**src/rtl/tnsa_pkg.sv**
```systemverilog
`timescale 1ns / 1ps
package tnsa_pkg;

	localparam int MAX_SLOTS = 8;
	localparam int IDX_W     = (MAX_SLOTS > 1) ? $clog2(MAX_SLOTS) : 1;
	localparam int CNT_W     = $clog2(MAX_SLOTS + 1);

	localparam int CMD_W  = 2;
	localparam int TRK_W  = 4;
	localparam int KEY_W  = 7;
	localparam int VEL_W  = 8;
	localparam int DUR_W  = 32;
	localparam int VOL_W  = 9;
	localparam int PAN_W  = 8;
	localparam int FRM_W  = 16;
	localparam int CODE_W = 8;

	localparam int PADDR_W = 3;
	localparam int PDATA_W = 32;

	localparam logic [CMD_W-1:0] CMD_NOTE  = 2'd0;
	localparam logic [CMD_W-1:0] CMD_TICK  = 2'd1;
	localparam logic [CMD_W-1:0] CMD_CLEAR = 2'd2;

	localparam logic [CODE_W-1:0] CODE_NONE  = 8'hFF;
	localparam logic [CODE_W-1:0] VOL_RESET  = 8'd127;
	localparam logic [PAN_W-1:0]  PAN_BIAS   = 8'd64;

	localparam logic KIND_OFF = 1'b0;
	localparam logic KIND_ON  = 1'b1;

	// register index = paddr[2]
	localparam logic REG_MAX_VOLUME = 1'b0;

	typedef enum logic [3:0] {
		OP_IDLE,
		OP_LOAD,
		OP_SCAN,
		OP_PUSH_REL,
		OP_PUSH_VICTIM,
		OP_PUSH_ON,
		OP_DROP_HIT,
		OP_TICK_STEP,
		OP_PUSH_TMP,
		OP_DROP_IDX,
		OP_FLUSH
	} dp_op_t;

	typedef struct packed {
		logic [CMD_W-1:0] new_cmd;
		logic             scan_end;
		logic             hit;
		logic             vel_zero;
		logic             dur_zero;
		logic             full;
		logic             expire;
		logic             can_emit;
		logic             pend_valid;
		logic             count_nz;
	} dp_stat_t;

	typedef struct packed {
		logic              kind;
		logic [TRK_W-1:0]  trk;
		logic [KEY_W-1:0]  key;
		logic [VEL_W-1:0]  vel;
		logic [CODE_W-1:0] vol;
		logic [CODE_W-1:0] pan;
	} event_t;

endpackage

```
**src/rtl/tnsa_ctrl.sv**
```systemverilog
`timescale 1ns / 1ps
module tnsa_ctrl (
	input  logic              clk,
	input  logic              arst_n,
	input  logic              in_valid,
	output logic              in_ready,
	input  tnsa_pkg::dp_stat_t st,
	output tnsa_pkg::dp_op_t  op
);

	typedef enum logic [3:0] {
		S_IDLE,
		S_SCAN,
		S_DECIDE,
		S_REL_EMIT,
		S_REL_DROP,
		S_OFF_EMIT,
		S_ON_EMIT,
		S_TICK_CHK,
		S_TICK_EMIT,
		S_TICK_DROP,
		S_FLUSH
	} state_t;

	state_t state_q;
	state_t state_nxt;

	assign in_ready = (state_q == S_IDLE);

	always_comb begin
		state_nxt = state_q;
		op        = tnsa_pkg::OP_IDLE;
		unique case (state_q)
			S_IDLE: begin
				if (in_valid) begin
					op = tnsa_pkg::OP_LOAD;
					if (st.new_cmd == tnsa_pkg::CMD_NOTE) begin
						state_nxt = S_SCAN;
					end else if (st.new_cmd == tnsa_pkg::CMD_TICK) begin
						state_nxt = S_TICK_CHK;
					end
				end
			end
			S_SCAN: begin
				op = tnsa_pkg::OP_SCAN;
				if (st.scan_end || st.hit) begin
					state_nxt = S_DECIDE;
				end
			end
			S_DECIDE: begin
				if (st.vel_zero) begin
					state_nxt = st.hit ? S_REL_EMIT : S_FLUSH;
				end else if (st.dur_zero) begin
					state_nxt = S_FLUSH;
				end else if (!st.hit && !st.full) begin
					state_nxt = S_ON_EMIT;
				end else begin
					state_nxt = S_OFF_EMIT;
				end
			end
			S_REL_EMIT: begin
				if (st.can_emit) begin
					op        = tnsa_pkg::OP_PUSH_REL;
					state_nxt = S_REL_DROP;
				end
			end
			S_REL_DROP: begin
				op        = tnsa_pkg::OP_DROP_HIT;
				state_nxt = S_FLUSH;
			end
			S_OFF_EMIT: begin
				if (st.can_emit) begin
					op        = tnsa_pkg::OP_PUSH_VICTIM;
					state_nxt = S_ON_EMIT;
				end
			end
			S_ON_EMIT: begin
				if (st.can_emit) begin
					op        = tnsa_pkg::OP_PUSH_ON;
					state_nxt = S_FLUSH;
				end
			end
			S_TICK_CHK: begin
				if (st.scan_end) begin
					state_nxt = S_FLUSH;
				end else begin
					op = tnsa_pkg::OP_TICK_STEP;
					if (st.expire) begin
						state_nxt = S_TICK_EMIT;
					end
				end
			end
			S_TICK_EMIT: begin
				if (st.can_emit) begin
					op        = tnsa_pkg::OP_PUSH_TMP;
					state_nxt = S_TICK_DROP;
				end
			end
			S_TICK_DROP: begin
				op        = tnsa_pkg::OP_DROP_IDX;
				state_nxt = S_TICK_CHK;
			end
			S_FLUSH: begin
				if (st.can_emit) begin
					op        = tnsa_pkg::OP_FLUSH;
					state_nxt = S_IDLE;
				end
			end
			default: begin
				state_nxt = S_IDLE;
			end
		endcase
	end

	always_ff @(posedge clk or negedge arst_n) begin
		if (!arst_n) begin
			state_q <= S_IDLE;
		end else begin
			state_q <= state_nxt;
		end
	end

	// nothing may be left staged once an item is done
	a_idle_no_pend: assert property (@(posedge clk) disable iff (!arst_n)
		state_q == S_IDLE |-> !st.pend_valid)
		else $error("staged event left behind in idle");

	a_rel_drop_hit: assert property (@(posedge clk) disable iff (!arst_n)
		state_q == S_REL_DROP |-> st.hit && st.count_nz)
		else $error("release drop without a matching entry");

	a_tick_drop_nz: assert property (@(posedge clk) disable iff (!arst_n)
		state_q == S_TICK_DROP |-> st.count_nz)
		else $error("expiry drop on empty table");

endmodule

```
**src/rtl/tnsa_dp.sv**
```systemverilog
`timescale 1ns / 1ps
module tnsa_dp (
	input  logic                                 clk,
	input  logic                                 arst_n,
	input  tnsa_pkg::dp_op_t                     op,
	output tnsa_pkg::dp_stat_t                   st,
	input  logic [tnsa_pkg::CODE_W-1:0]          max_volume,
	input  logic [tnsa_pkg::CMD_W-1:0]           cmd,
	input  logic [tnsa_pkg::TRK_W-1:0]           track,
	input  logic [tnsa_pkg::KEY_W-1:0]           note_key,
	input  logic [tnsa_pkg::VEL_W-1:0]           velocity,
	input  logic [tnsa_pkg::DUR_W-1:0]           duration,
	input  logic signed [tnsa_pkg::VOL_W-1:0]    raw_volume,
	input  logic signed [tnsa_pkg::PAN_W-1:0]    pan_req,
	input  logic [tnsa_pkg::FRM_W-1:0]           frames,
	output logic                                 out_valid,
	input  logic                                 out_ready,
	output tnsa_pkg::event_t                     out_ev,
	output logic                                 out_last
);

	// item fields, latched on load
	logic [tnsa_pkg::CMD_W-1:0]  cmd_q;
	logic [tnsa_pkg::TRK_W-1:0]  trk_q;
	logic [tnsa_pkg::KEY_W-1:0]  key_q;
	logic [tnsa_pkg::VEL_W-1:0]  vel_q;
	logic [tnsa_pkg::DUR_W-1:0]  dur_q;
	logic [tnsa_pkg::VOL_W-1:0]  vol_q;
	logic [tnsa_pkg::PAN_W-1:0]  pan_q;
	logic [tnsa_pkg::FRM_W-1:0]  frm_q;

	// slot table
	logic [tnsa_pkg::TRK_W-1:0] slot_track_q     [tnsa_pkg::MAX_SLOTS];
	logic [tnsa_pkg::KEY_W-1:0] slot_key_q       [tnsa_pkg::MAX_SLOTS];
	logic [tnsa_pkg::DUR_W-1:0] slot_remaining_q [tnsa_pkg::MAX_SLOTS];

	logic [tnsa_pkg::CNT_W-1:0] count_q;
	logic [tnsa_pkg::CNT_W-1:0] idx_q;
	logic                       hit_q;
	logic [tnsa_pkg::IDX_W-1:0] hit_idx_q;
	logic [tnsa_pkg::IDX_W-1:0] min_idx_q;
	logic [tnsa_pkg::DUR_W-1:0] min_rem_q;
	logic [tnsa_pkg::TRK_W-1:0] min_trk_q;
	logic [tnsa_pkg::KEY_W-1:0] min_key_q;
	logic [tnsa_pkg::TRK_W-1:0] tmp_trk_q;
	logic [tnsa_pkg::KEY_W-1:0] tmp_key_q;

	logic             pend_valid_q;
	tnsa_pkg::event_t pend_ev_q;
	logic             out_valid_q;
	tnsa_pkg::event_t out_ev_q;
	logic             out_last_q;

	logic [tnsa_pkg::CNT_W-1:0] cnt_m1;
	logic [tnsa_pkg::IDX_W-1:0] idx;
	logic [tnsa_pkg::IDX_W-1:0] rd_addr;
	logic [tnsa_pkg::IDX_W-1:0] on_idx;
	logic [tnsa_pkg::TRK_W-1:0] rd_trk;
	logic [tnsa_pkg::KEY_W-1:0] rd_key;
	logic [tnsa_pkg::DUR_W-1:0] rd_rem;
	logic                       is_drop;
	logic                       push;
	logic                       out_load;
	logic                       scan_end;
	logic                       full;
	logic                       match;
	logic                       expire;
	logic                       can_emit;
	logic [tnsa_pkg::CODE_W-1:0] vol_code;
	logic [tnsa_pkg::CODE_W-1:0] pan_code;
	tnsa_pkg::event_t           ev_new;

	assign cnt_m1  = count_q - tnsa_pkg::CNT_W'(1);
	assign idx     = idx_q[tnsa_pkg::IDX_W-1:0];
	assign is_drop = (op == tnsa_pkg::OP_DROP_HIT) || (op == tnsa_pkg::OP_DROP_IDX);
	assign rd_addr = is_drop ? cnt_m1[tnsa_pkg::IDX_W-1:0] : idx;
	assign rd_trk  = slot_track_q[rd_addr];
	assign rd_key  = slot_key_q[rd_addr];
	assign rd_rem  = slot_remaining_q[rd_addr];

	assign scan_end = (idx_q >= count_q);
	assign full     = (count_q == tnsa_pkg::CNT_W'(tnsa_pkg::MAX_SLOTS));
	assign match    = (rd_trk == trk_q) && (rd_key == key_q);
	assign expire   = (rd_rem <= tnsa_pkg::DUR_W'(frm_q));
	assign can_emit = !pend_valid_q || !out_valid_q || out_ready;
	assign on_idx   = hit_q ? hit_idx_q : (full ? min_idx_q : count_q[tnsa_pkg::IDX_W-1:0]);

	// byte codes: sign bit of volume, or pan outside -64..63, means leave
	assign vol_code = vol_q[tnsa_pkg::VOL_W-1] ? tnsa_pkg::CODE_NONE :
		((vol_q[tnsa_pkg::CODE_W-1:0] < max_volume) ? vol_q[tnsa_pkg::CODE_W-1:0] : max_volume);
	assign pan_code = (pan_q[tnsa_pkg::PAN_W-1] == pan_q[tnsa_pkg::PAN_W-2]) ?
		(pan_q + tnsa_pkg::PAN_BIAS) : tnsa_pkg::CODE_NONE;

	always_comb begin
		ev_new.kind = tnsa_pkg::KIND_OFF;
		ev_new.trk  = tmp_trk_q;
		ev_new.key  = tmp_key_q;
		ev_new.vel  = '0;
		ev_new.vol  = tnsa_pkg::CODE_NONE;
		ev_new.pan  = tnsa_pkg::CODE_NONE;
		push        = 1'b0;
		case (op)
			tnsa_pkg::OP_PUSH_REL: begin
				push       = 1'b1;
				ev_new.trk = trk_q;
				ev_new.key = key_q;
			end
			tnsa_pkg::OP_PUSH_VICTIM: begin
				push       = 1'b1;
				ev_new.trk = hit_q ? trk_q : min_trk_q;
				ev_new.key = hit_q ? key_q : min_key_q;
			end
			tnsa_pkg::OP_PUSH_ON: begin
				push        = 1'b1;
				ev_new.kind = tnsa_pkg::KIND_ON;
				ev_new.trk  = trk_q;
				ev_new.key  = key_q;
				ev_new.vel  = vel_q;
				ev_new.vol  = vol_code;
				ev_new.pan  = pan_code;
			end
			tnsa_pkg::OP_PUSH_TMP: begin
				push = 1'b1;
			end
			default: begin
			end
		endcase
	end

	// staged event goes out once the next one (or the end) is known
	assign out_load = (push || (op == tnsa_pkg::OP_FLUSH)) && pend_valid_q;

	always_ff @(posedge clk or negedge arst_n) begin
		if (!arst_n) begin
			count_q      <= '0;
			idx_q        <= '0;
			hit_q        <= 1'b0;
			pend_valid_q <= 1'b0;
			out_valid_q  <= 1'b0;
		end else begin
			case (op)
				tnsa_pkg::OP_LOAD: begin
					idx_q <= '0;
					hit_q <= 1'b0;
					if (cmd == tnsa_pkg::CMD_CLEAR) begin
						count_q <= '0;
					end
				end
				tnsa_pkg::OP_SCAN: begin
					if (!scan_end && !hit_q) begin
						idx_q <= idx_q + tnsa_pkg::CNT_W'(1);
						if (match) begin
							hit_q <= 1'b1;
						end
					end
				end
				tnsa_pkg::OP_PUSH_ON: begin
					if (!hit_q && !full) begin
						count_q <= count_q + tnsa_pkg::CNT_W'(1);
					end
				end
				tnsa_pkg::OP_TICK_STEP: begin
					if (!expire) begin
						idx_q <= idx_q + tnsa_pkg::CNT_W'(1);
					end
				end
				tnsa_pkg::OP_DROP_HIT, tnsa_pkg::OP_DROP_IDX: begin
					count_q <= cnt_m1;
				end
				default: begin
				end
			endcase

			if (push) begin
				pend_valid_q <= 1'b1;
			end else if (op == tnsa_pkg::OP_FLUSH) begin
				pend_valid_q <= 1'b0;
			end

			if (out_load) begin
				out_valid_q <= 1'b1;
			end else if (out_ready) begin
				out_valid_q <= 1'b0;
			end
		end
	end

	// payload and table, no reset
	always_ff @(posedge clk) begin
		if (op == tnsa_pkg::OP_LOAD) begin
			cmd_q <= cmd;
			trk_q <= track;
			key_q <= note_key;
			vel_q <= velocity;
			dur_q <= duration;
			vol_q <= raw_volume;
			pan_q <= pan_req;
			frm_q <= frames;
		end
		if (op == tnsa_pkg::OP_SCAN && !scan_end && !hit_q) begin
			if (match) begin
				hit_idx_q <= idx;
			end
			if (idx_q == '0 || rd_rem < min_rem_q) begin
				min_idx_q <= idx;
				min_rem_q <= rd_rem;
				min_trk_q <= rd_trk;
				min_key_q <= rd_key;
			end
		end
		case (op)
			tnsa_pkg::OP_PUSH_ON: begin
				slot_track_q[on_idx]     <= trk_q;
				slot_key_q[on_idx]       <= key_q;
				slot_remaining_q[on_idx] <= dur_q;
			end
			tnsa_pkg::OP_DROP_HIT: begin
				slot_track_q[hit_idx_q]     <= rd_trk;
				slot_key_q[hit_idx_q]       <= rd_key;
				slot_remaining_q[hit_idx_q] <= rd_rem;
			end
			tnsa_pkg::OP_DROP_IDX: begin
				slot_track_q[idx]     <= rd_trk;
				slot_key_q[idx]       <= rd_key;
				slot_remaining_q[idx] <= rd_rem;
			end
			tnsa_pkg::OP_TICK_STEP: begin
				if (expire) begin
					tmp_trk_q <= rd_trk;
					tmp_key_q <= rd_key;
				end else begin
					slot_remaining_q[idx] <= rd_rem - tnsa_pkg::DUR_W'(frm_q);
				end
			end
			default: begin
			end
		endcase
		if (push) begin
			pend_ev_q <= ev_new;
		end
		if (out_load) begin
			out_ev_q   <= pend_ev_q;
			out_last_q <= (op == tnsa_pkg::OP_FLUSH);
		end
	end

	assign out_valid = out_valid_q;
	assign out_ev    = out_ev_q;
	assign out_last  = out_last_q;

	assign st.new_cmd    = cmd;
	assign st.scan_end   = scan_end;
	assign st.hit        = hit_q;
	assign st.vel_zero   = (vel_q == '0);
	assign st.dur_zero   = (dur_q == '0) || (cmd_q != tnsa_pkg::CMD_NOTE);
	assign st.full       = full;
	assign st.expire     = expire;
	assign st.can_emit   = can_emit;
	assign st.pend_valid = pend_valid_q;
	assign st.count_nz   = (count_q != '0);

	a_count_range: assert property (@(posedge clk) disable iff (!arst_n)
		count_q <= tnsa_pkg::CNT_W'(tnsa_pkg::MAX_SLOTS))
		else $error("slot count beyond table size");

	a_push_room: assert property (@(posedge clk) disable iff (!arst_n)
		push |-> can_emit)
		else $error("event pushed while stage and output are both held");

	a_drop_shrinks: assert property (@(posedge clk) disable iff (!arst_n)
		is_drop |=> count_q == $past(count_q) - tnsa_pkg::CNT_W'(1))
		else $error("drop did not shrink the table");

endmodule

```
**src/rtl/timed_note_slot_allocator.sv**
```systemverilog
`timescale 1ns / 1ps
// Sequence: a note scans up to 8 entries until a match, then emits its events, plus a drop
//   on a release; a tick emits and drops each expired entry; clear/unused only load.
// Items: one at a time, each taken the cycle after the previous item's last step;
//   an emit or flush step waits while the output is stalled.
// Reset (arst_n low, async): table empty, no staged or pending beat, max_volume = 127;
//   slot contents are left as they are and never read before written.
module timed_note_slot_allocator (
	input  logic                                   clk,
	input  logic                                   arst_n,
	// config port
	input  logic                                   psel,
	input  logic                                   penable,
	input  logic                                   pwrite,
	input  logic [tnsa_pkg::PADDR_W-1:0]           paddr,
	input  logic [tnsa_pkg::PDATA_W-1:0]           pwdata,
	output logic [tnsa_pkg::PDATA_W-1:0]           prdata,
	output logic                                   pready,
	// input beats
	input  logic                                   in_valid,
	output logic                                   in_ready,
	input  logic [tnsa_pkg::CMD_W-1:0]             cmd,
	input  logic [tnsa_pkg::TRK_W-1:0]             track,
	input  logic [tnsa_pkg::KEY_W-1:0]             note_key,
	input  logic [tnsa_pkg::VEL_W-1:0]             velocity,
	input  logic [tnsa_pkg::DUR_W-1:0]             duration,
	input  logic signed [tnsa_pkg::VOL_W-1:0]      raw_volume,
	input  logic signed [tnsa_pkg::PAN_W-1:0]      pan_req,
	input  logic [tnsa_pkg::FRM_W-1:0]             frames,
	// output beats
	output logic                                   out_valid,
	input  logic                                   out_ready,
	output logic                                   event_kind,
	output logic [tnsa_pkg::TRK_W-1:0]             out_track,
	output logic [tnsa_pkg::KEY_W-1:0]             out_key,
	output logic [tnsa_pkg::VEL_W-1:0]             out_velocity,
	output logic [tnsa_pkg::CODE_W-1:0]           volume_code,
	output logic [tnsa_pkg::CODE_W-1:0]           pan_code,
	output logic                                   last
);

	logic [tnsa_pkg::CODE_W-1:0] max_volume_q;
	logic                        reg_sel;
	logic                        cfg_wr;

	tnsa_pkg::dp_op_t   op;
	tnsa_pkg::dp_stat_t st;
	tnsa_pkg::event_t   ev;

	// Register map: word index in paddr[2], only max_volume exists.
	// Writes land on the access phase; writes past the map are dropped.
	assign pready  = 1'b1;
	assign reg_sel = paddr[tnsa_pkg::PADDR_W-1];
	assign cfg_wr  = psel && penable && pwrite && (reg_sel == tnsa_pkg::REG_MAX_VOLUME);

	always_ff @(posedge clk or negedge arst_n) begin
		if (!arst_n) begin
			max_volume_q <= tnsa_pkg::VOL_RESET;
		end else if (cfg_wr) begin
			max_volume_q <= pwdata[tnsa_pkg::CODE_W-1:0];
		end
	end

	// readback: zero-extended register, zero outside the map
	always_comb begin
		unique case (reg_sel)
			tnsa_pkg::REG_MAX_VOLUME: prdata = tnsa_pkg::PDATA_W'(max_volume_q);
			default:                  prdata = '0;
		endcase
	end

	// Controller sequences scan / emit / drop steps; it sees only in_valid and status bits.
	tnsa_ctrl u_ctrl (
		.clk      (clk),
		.arst_n   (arst_n),
		.in_valid (in_valid),
		.in_ready (in_ready),
		.st       (st),
		.op       (op)
	);

	// Datapath: slot table, scan index, min tracker, one staged event plus
	// the output register. The staged event is released with last=0 when the
	// next event arrives, or with last=1 at the end of the item, so a tick
	// knows which expiry is final without a lookahead scan.
	tnsa_dp u_dp (
		.clk        (clk),
		.arst_n     (arst_n),
		.op         (op),
		.st         (st),
		.max_volume (max_volume_q),
		.cmd        (cmd),
		.track      (track),
		.note_key   (note_key),
		.velocity   (velocity),
		.duration   (duration),
		.raw_volume (raw_volume),
		.pan_req    (pan_req),
		.frames     (frames),
		.out_valid  (out_valid),
		.out_ready  (out_ready),
		.out_ev     (ev),
		.out_last   (last)
	);

	assign event_kind   = ev.kind;
	assign out_track    = ev.trk;
	assign out_key      = ev.key;
	assign out_velocity = ev.vel;
	assign volume_code  = ev.vol;
	assign pan_code     = ev.pan;

endmodule

```
**config.mk**
```make
export PLATFORM = sky130hd
export DESIGN_NAME = timed_note_slot_allocator
export DESIGN_NICKNAME = d
export VERILOG_FILES = /design/src/rtl/tnsa_pkg.sv /design/src/rtl/tnsa_ctrl.sv /design/src/rtl/tnsa_dp.sv /design/src/rtl/timed_note_slot_allocator.sv
export SDC_FILE = /design/constraint.sdc
export NUM_CORES = 1
export LEC_CHECK = 0
export ABC_AREA = 1
export BUFFER_PORTS_ARGS = -buffer_cell sky130_fd_sc_hd__clkbuf_2
export CAP_MARGIN = 40
export CORE_AREA = 2 2 315 254
export CTS_CLUSTER_SIZE = 30
export DETAILED_ROUTE_END_ITERATION = 10
export DIE_AREA = 0 0 317 256
export PLACE_DENSITY = 0.52
export REMOVE_ABC_BUFFERS = 1
export SLEW_MARGIN = 20
export SYNTH_ARGS = -nofsm -noshare
export SYNTH_HDL_FRONTEND = slang
export SYNTH_HIERARCHICAL = 1
export SYNTH_SLANG_ARGS = --single-unit
```
**constraint.sdc**
```tcl
create_clock -name clk -period 11.89 [get_ports clk]
set_input_delay 1.7835 -clock clk [delete_from_list [all_inputs] [get_ports clk]]
set_output_delay 1.7835 -clock clk [all_outputs]
set_load 0.01 [all_outputs]
```
Word level (Yosys, flattened, before mapping)
Memory sizes are Yosys's and may differ from the RTL's.
Cells that the tools add are included.
{ "totals": {"word_cells": 214, "output_inout_bits": 72, "mem_bits_rw": 344, "register_bits": 242, "inputBits": 128, "mem_count": 3} }
{ "classes": {"bitwise_logic": 3, "addsub": 5, "reduce_logical": 50, "order_cmp": 4, "mux": 74, "eq_ne": 40} }
{ "mem_list": {"columns": ["name", "depth", "word_bits", "read_ports", "rd_clocked_by_memory_dff", "write_ports", "line_no", "text"], "rows": [
  ["u_dp.slot_remaining_q", 8, 32, 1, 0, 1, "tnsa_dp.sv:35", "logic [tnsa_pkg::DUR_W-1:0] slot_remaining_q [tnsa_pkg::MAX_SLOTS];"],
  ["u_dp.slot_key_q", 8, 7, 1, 0, 1, "tnsa_dp.sv:34", "logic [tnsa_pkg::KEY_W-1:0] slot_key_q [tnsa_pkg::MAX_SLOTS];"],
  ["u_dp.slot_track_q", 8, 4, 1, 0, 1, "tnsa_dp.sv:33", "logic [tnsa_pkg::TRK_W-1:0] slot_track_q [tnsa_pkg::MAX_SLOTS];"]
]} }
{ "op_table": {"columns": ["operator", "count"], "rows": [
  ["two-way mux 32 bit", 3],
  ["two-way mux 4 bit", 23],
  ["OR reduction 32 bit", 2],
  ["case mux 4 bit (11 select lines)", 1],
  ["case mux 4 bit (10 select lines)", 1],
  ["two-way mux 3 bit", 12],
  ["equality test 4 x 3 -> 1 bit, second input constant", 8],
  ["less-or-equal comparator 32 x 16 -> 1 bit", 1],
  ["zero test 32 bit", 1],
  ["less-than comparator 32 bit", 1],
  ["subtractor 32 x 16 -> 32 bit", 1],
  ["equality test 4 bit, second input constant", 7],
  ["case mux 4 bit (3 select lines)", 2],
  ["two-way mux 1 bit", 23],
  ["case mux 11 bit (2 select lines)", 1],
  ["two-way mux 7 bit", 3],
  ["!= test 2 x 1 -> 1 bit, second input constant", 9],
  ["equality test 4 x 2 -> 1 bit, second input constant", 4],
  ["two-way mux 8 bit", 2],
  ["OR reduction 7 bit", 2],
  ["OR reduction 4 bit", 3],
  ["logical AND 1 bit", 9],
  ["AND reduction 3 bit", 3],
  ["AND reduction 9 bit", 1],
  ["26 further kinds", 53]
]} }

Depth between registers and ports, before layout
An unclocked memory read counts as a cell.
{ "depth": {"ltp_word": 16, "ltp_mapped": 46, "ltp_nobuf": 42} }

By module
Netlist, hierarchy kept.
{ "modules_own_cells": {"columns": ["module", "cells_per_inst", "area_per_inst_um2", "seq_area_each_um2", "n_inst"], "rows": [
  ["tnsa_dp", 2385, 25893.6, 17181.5, 1],
  ["timed_note_slot_allocator", 81, 618.1, 209.0, 1],
  ["tnsa_ctrl", 103, 590.6, 100.1, 1]
]} }

Worst setup path after synthesis
No wires, ideal clock.
{ "synth_timing": {"kind": "input to register", "start": "input port out_ready", "end": "memory u_dp/slot_remaining_q[2][0] (netlist name), enable pin", "required_time_ns": 11.469, "setup_time_ns": 0.421, "slack_ns": 3.818, "cell_stages": 34, "path_buffers": 5, "arrival_ns": 7.651, "cell_sequence": "nor2_1 > nand2_1 > buf_4 > inv_1 > o21ai_0 > a21oi_1 > nand3b_1 > inv_2 > nor2_1 > nand2_2 > nand2_4 > o21ai_2 > buf_2 > buf_2 > buf_1 > clkbuf_1 > nand3_1 > nand2_1 > ha_1 > a21oi_1 > nand2_1 > a21boi_0 > o21ai_0 > nand3_1 > a21oi_1 > nor2_1 > nand3_2 > nor2_4 > nor2_4 > nor2_4 > nand2_1 > nand2_1 > nand2_1 > nor2_1"} }
{ "synth_between": {"elab_chain_cells": 14, "elab_cells_between_ends": 31, "classes_between": "order compare (1); eq/ne (4); mux (20); bitwise (1); reduce/logical (4); memory (1)"} }
{ "synth_lines": {"columns": ["element", "line_no", "text"], "rows": [
  ["start, declared", "timed_note_slot_allocator.sv:32", "input logic out_ready,"],
  ["logical OR 1 bit *", "tnsa_dp.sv:85", "assign can_emit = !pend_valid_q || !out_valid_q || out_ready;"],
  ["named net u_dp.can_emit", "tnsa_dp.sv:68", "logic can_emit;"],
  ["two-way mux 3 bit / two-way mux 2 bit (equally long branches)", "tnsa_ctrl.sv:78, tnsa_ctrl.sv:62", null],
  ["case mux 4 bit (10 select lines) *", "tnsa_ctrl.sv:33", "unique case (state_q)"],
  ["named net op[0]", "timed_note_slot_allocator.sv:46", "tnsa_pkg::dp_op_t op;"],
  ["equality test 4 x 3 -> 1 bit / equality test 4 bit (equally long branches)", "tnsa_dp.sv:75", "assign is_drop = (op == tnsa_pkg::OP_DROP_HIT) || (op == tnsa_pkg::OP_DROP_IDX);"],
  ["logical OR 1 bit *", "tnsa_dp.sv:75", null],
  ["two-way mux 3 bit *", "tnsa_dp.sv:76", "assign rd_addr = is_drop ? cnt_m1[tnsa_pkg::IDX_W-1:0] : idx;"],
  ["[... 1 more ...]", null, null],
  ["named net u_dp.rd_rem, one bit", "tnsa_dp.sv:60", "logic [tnsa_pkg::DUR_W-1:0] rd_rem;"],
  ["less-or-equal comparator 32 x 16 -> 1 bit *", "tnsa_dp.sv:84", "assign expire = (rd_rem <= tnsa_pkg::DUR_W'(frm_q));"],
  ["named net u_dp.expire", "tnsa_dp.sv:67", "logic expire;"],
  ["two-way mux 1 bit *", "tnsa_dp.sv:228", "if (expire) begin"],
  ["two-way mux 1 bit *", "tnsa_dp.sv:211", "case (op)"],
  ["two-way mux 1 bit (not written as such) *", "tnsa_dp.sv:232", "slot_remaining_q[idx] <= rd_rem - tnsa_pkg::DUR_W'(frm_q);"],
  ["OR 1 bit (no line) *", null, null],
  ["OR reduction 32 bit (no line)", null, null],
  ["two-way mux 3 bit (no line) / two-way mux 1 bit (equally long branches)", null, null],
  ["end, declared", "tnsa_dp.sv:35", null]
]} }
Mark *: on every way through the listed nets, which the timed path passes. The rest lies on a longest branch.

==> summary.md <==
| Metric | Value |
|---|---|
| Reg2Reg Setup Slack | `3.05 ns` |
| Final min period | `8.84 ns` |
| Fin crit share | `74.3%` |
| Tot GR Track Use | `17.1%` |
| Total wire length | `69100 um` |
| Final worst setup slack | `3.05 ns` |
| Initial antenna violation count | `1` |
| Critical Path End | `u_dp/slot_remaining_q[3][18]` |
| Commonest non-fill, non-tap cell in the layout | `nand2_1` |
| RSZ-0062 raised after global routing | `no` |
| Endpoints failing hold | `0` |
| Post-CTS sizing | `0` |
| Number of clock sinks | `586` |
| Clk_lat worst skew | `0.61 ns` |
| Max incr delay on CP | `0.64 ns` |
| Max-Cap Viols | `0` |
| FF-to-FF path depth | `36` |
| Vias | `18700` |
| H-tree lvl count | `3` |
| Cell mode on critical path | `nand2_1` |
| Drt wl/cell | `18.1 um` |
| Area Growth Syn to Fin | `15.7%` |
| Die ar. | `81200 um^2` |
| Dpl cells | `3699` |
| Die W | `317 um` |
| DRT Pass-1 Iters | `6` |
| Initial DRC Count | `1485` |
| Worst-path clk slew | `0.06 ns` |
| Startpoint Class | `flop` |
| Vias per cell | `4.90` |
| Clock Tree Buf Depth | `3` |
| Residual DRC count | `0` |
| CP Class | `flop to flop` |
| Num rows | `92` |
| Yosys warnings | `6` |
| Setup bufs post-CTS | `0` |
| Hpwl dp | `45000 um` |
| IO Port Bufs | `148` |
| Ports | `200` |
| Hold buffers post-CTS | `0` |
| Pre-CTS setup slack | `2.54 ns` |
| Syn avg cell area | `10.6 um^2` |
| GR Overflow Total | `0` |
| Layout cell share with drive strength beyond 1 | `13.6%` |
| Vias in the first global route | `18400` |
| Largest net degree at the start of global routing | `70` |
| Critical Path Sink Type | `flop` |
| Skew final | `0.0227 ns` |
| Critical path peak fanout | `68` |
| Synthesized area | `27100 um^2` |
| Slowest-stage cell, CP | `o21ai_0` |
| WP data required | `12.18 ns` |
| Final std cells w/o fill | `3822` |
| DRT antenna net count | `0` |
| Reg-to-reg critical path startpoint | `u_dp/idx_q[0]` |
| CTS tree | `yes` |
| Initial Util | `34.7%` |
| First-pass GRT wire length | `107000 um` |
| Worst-Margin Slew | `0.783 ns` |
| Setup_tns | `0 ns` |
| Min-Delay Path Class | `flop to flop` |
| Worst r2r dst | `u_dp/slot_remaining_q[3][18]` |
| Most frequent cells in the layout | `nand2_1 (780), edfxtp_1 (563), inv_1 (251)` |
| Count of final setup violators | `0` |
| Core Footprint | `78200 um^2` |
| Outcome | `finished clean` |
| Mapped Cells | `2567` |
| Arrival @ worst endpoint | `9.13 ns` |
| Layout Nets | `2927` |
| Die Y | `256 um` |
| Max_slew headroom | `47.8%` |
| Fmax | `113 MHz` |
| Clk root buf | `clkbuf_16` |
| Fin. max-slew vios | `0` |
| Total CTS buffers | `66` |
| Final Wtd Congestion | `0.876` |
| Worst setup path startpoint | `u_dp/idx_q[0]` |
## worst max-delay path: cells and delay by family, from the launching register on
family | cells | cell delay (ns)
DFF | 1 | 0.54
and+or+nand+nor | 20 | 3.48
AOI/OAI and AO/OA | 6 | 1.63
adders and majority gates | 2 | 0.52
buffers and inverters | 8 | 2.24
## stage by stage
stage	utilization (%)	instance area, um^2	hold WS [ns]
CTS	40.1	31300	0.419
global route	40.1	31300	0.424
floorplan	-	26500	0.400
detailed placement	37.3	29200	0.405
finish	40.1	31300	0.417
global placement	37.1	29000	0.401
## worst min path at each step
stage	start	end	cells past startpoint
final	u_dp/pend_ev_q[29]	u_dp/out_ev[29]	0
after floorplan	u_dp/pend_ev_q[0]	u_dp/out_ev[0]	0
after global placement	u_dp/pend_ev_q[15]	u_dp/out_ev[15]	0
after detailed placement	u_dp/pend_ev_q[2]	u_dp/out_ev[2]	0
after global routing	u_dp/pend_ev_q[23]	u_dp/out_ev[23]	0
after CTS	u_dp/pend_ev_q[2]	u_dp/out_ev[2]	0
## area by class of cell
cell class                      count  area [um^2]
Sequential cell                   586        17500
Multi-Input combinational cell   1622         8130
Timing Repair Buffer              198         1310
Antenna cell                        1         2.50
Clock buffer                       80         1750
Tap cell                         1034         1290
Inverter                          261          980
Fill cell                        7467        46800
Clock inverter                     40          378
## per-layer routing
layer / up-vias / track usage [%] / share of wire [%] / wire length (um)
met5: - / 0 / 0 / 0
met4: 0 / 4.55 / 2.2 / 1500
met3: 102 / 2.64 / 4.7 / 3250
met2: 446 / 27.9 / 47 / 32600
met1: 9150 / 23.7 / 46 / 31700
li1: 9043 / - / - / -
## state kept, by name, indices dropped and copies added (netlist names), 7 cells and up
register and flops:
u_dp/min_key_q 7, u_dp/dur_q 32, max_volume_q 8, u_dp/vel_q 8, u_dp/slot_key_q 56, u_dp/pend_ev_q 36, u_dp/tmp_key_q 7, u_dp/slot_track_q 32
u_dp/min_rem_q 32, u_dp/slot_remaining_q 256, u_dp/frm_q 16, u_dp/out_ev 36, u_dp/key_q 7, u_dp/vol_q 9, u_dp/pan_q 8
Power is not shown: default switching activity piles up to over one toggle a cycle in this logic, so the estimate is an artifact.
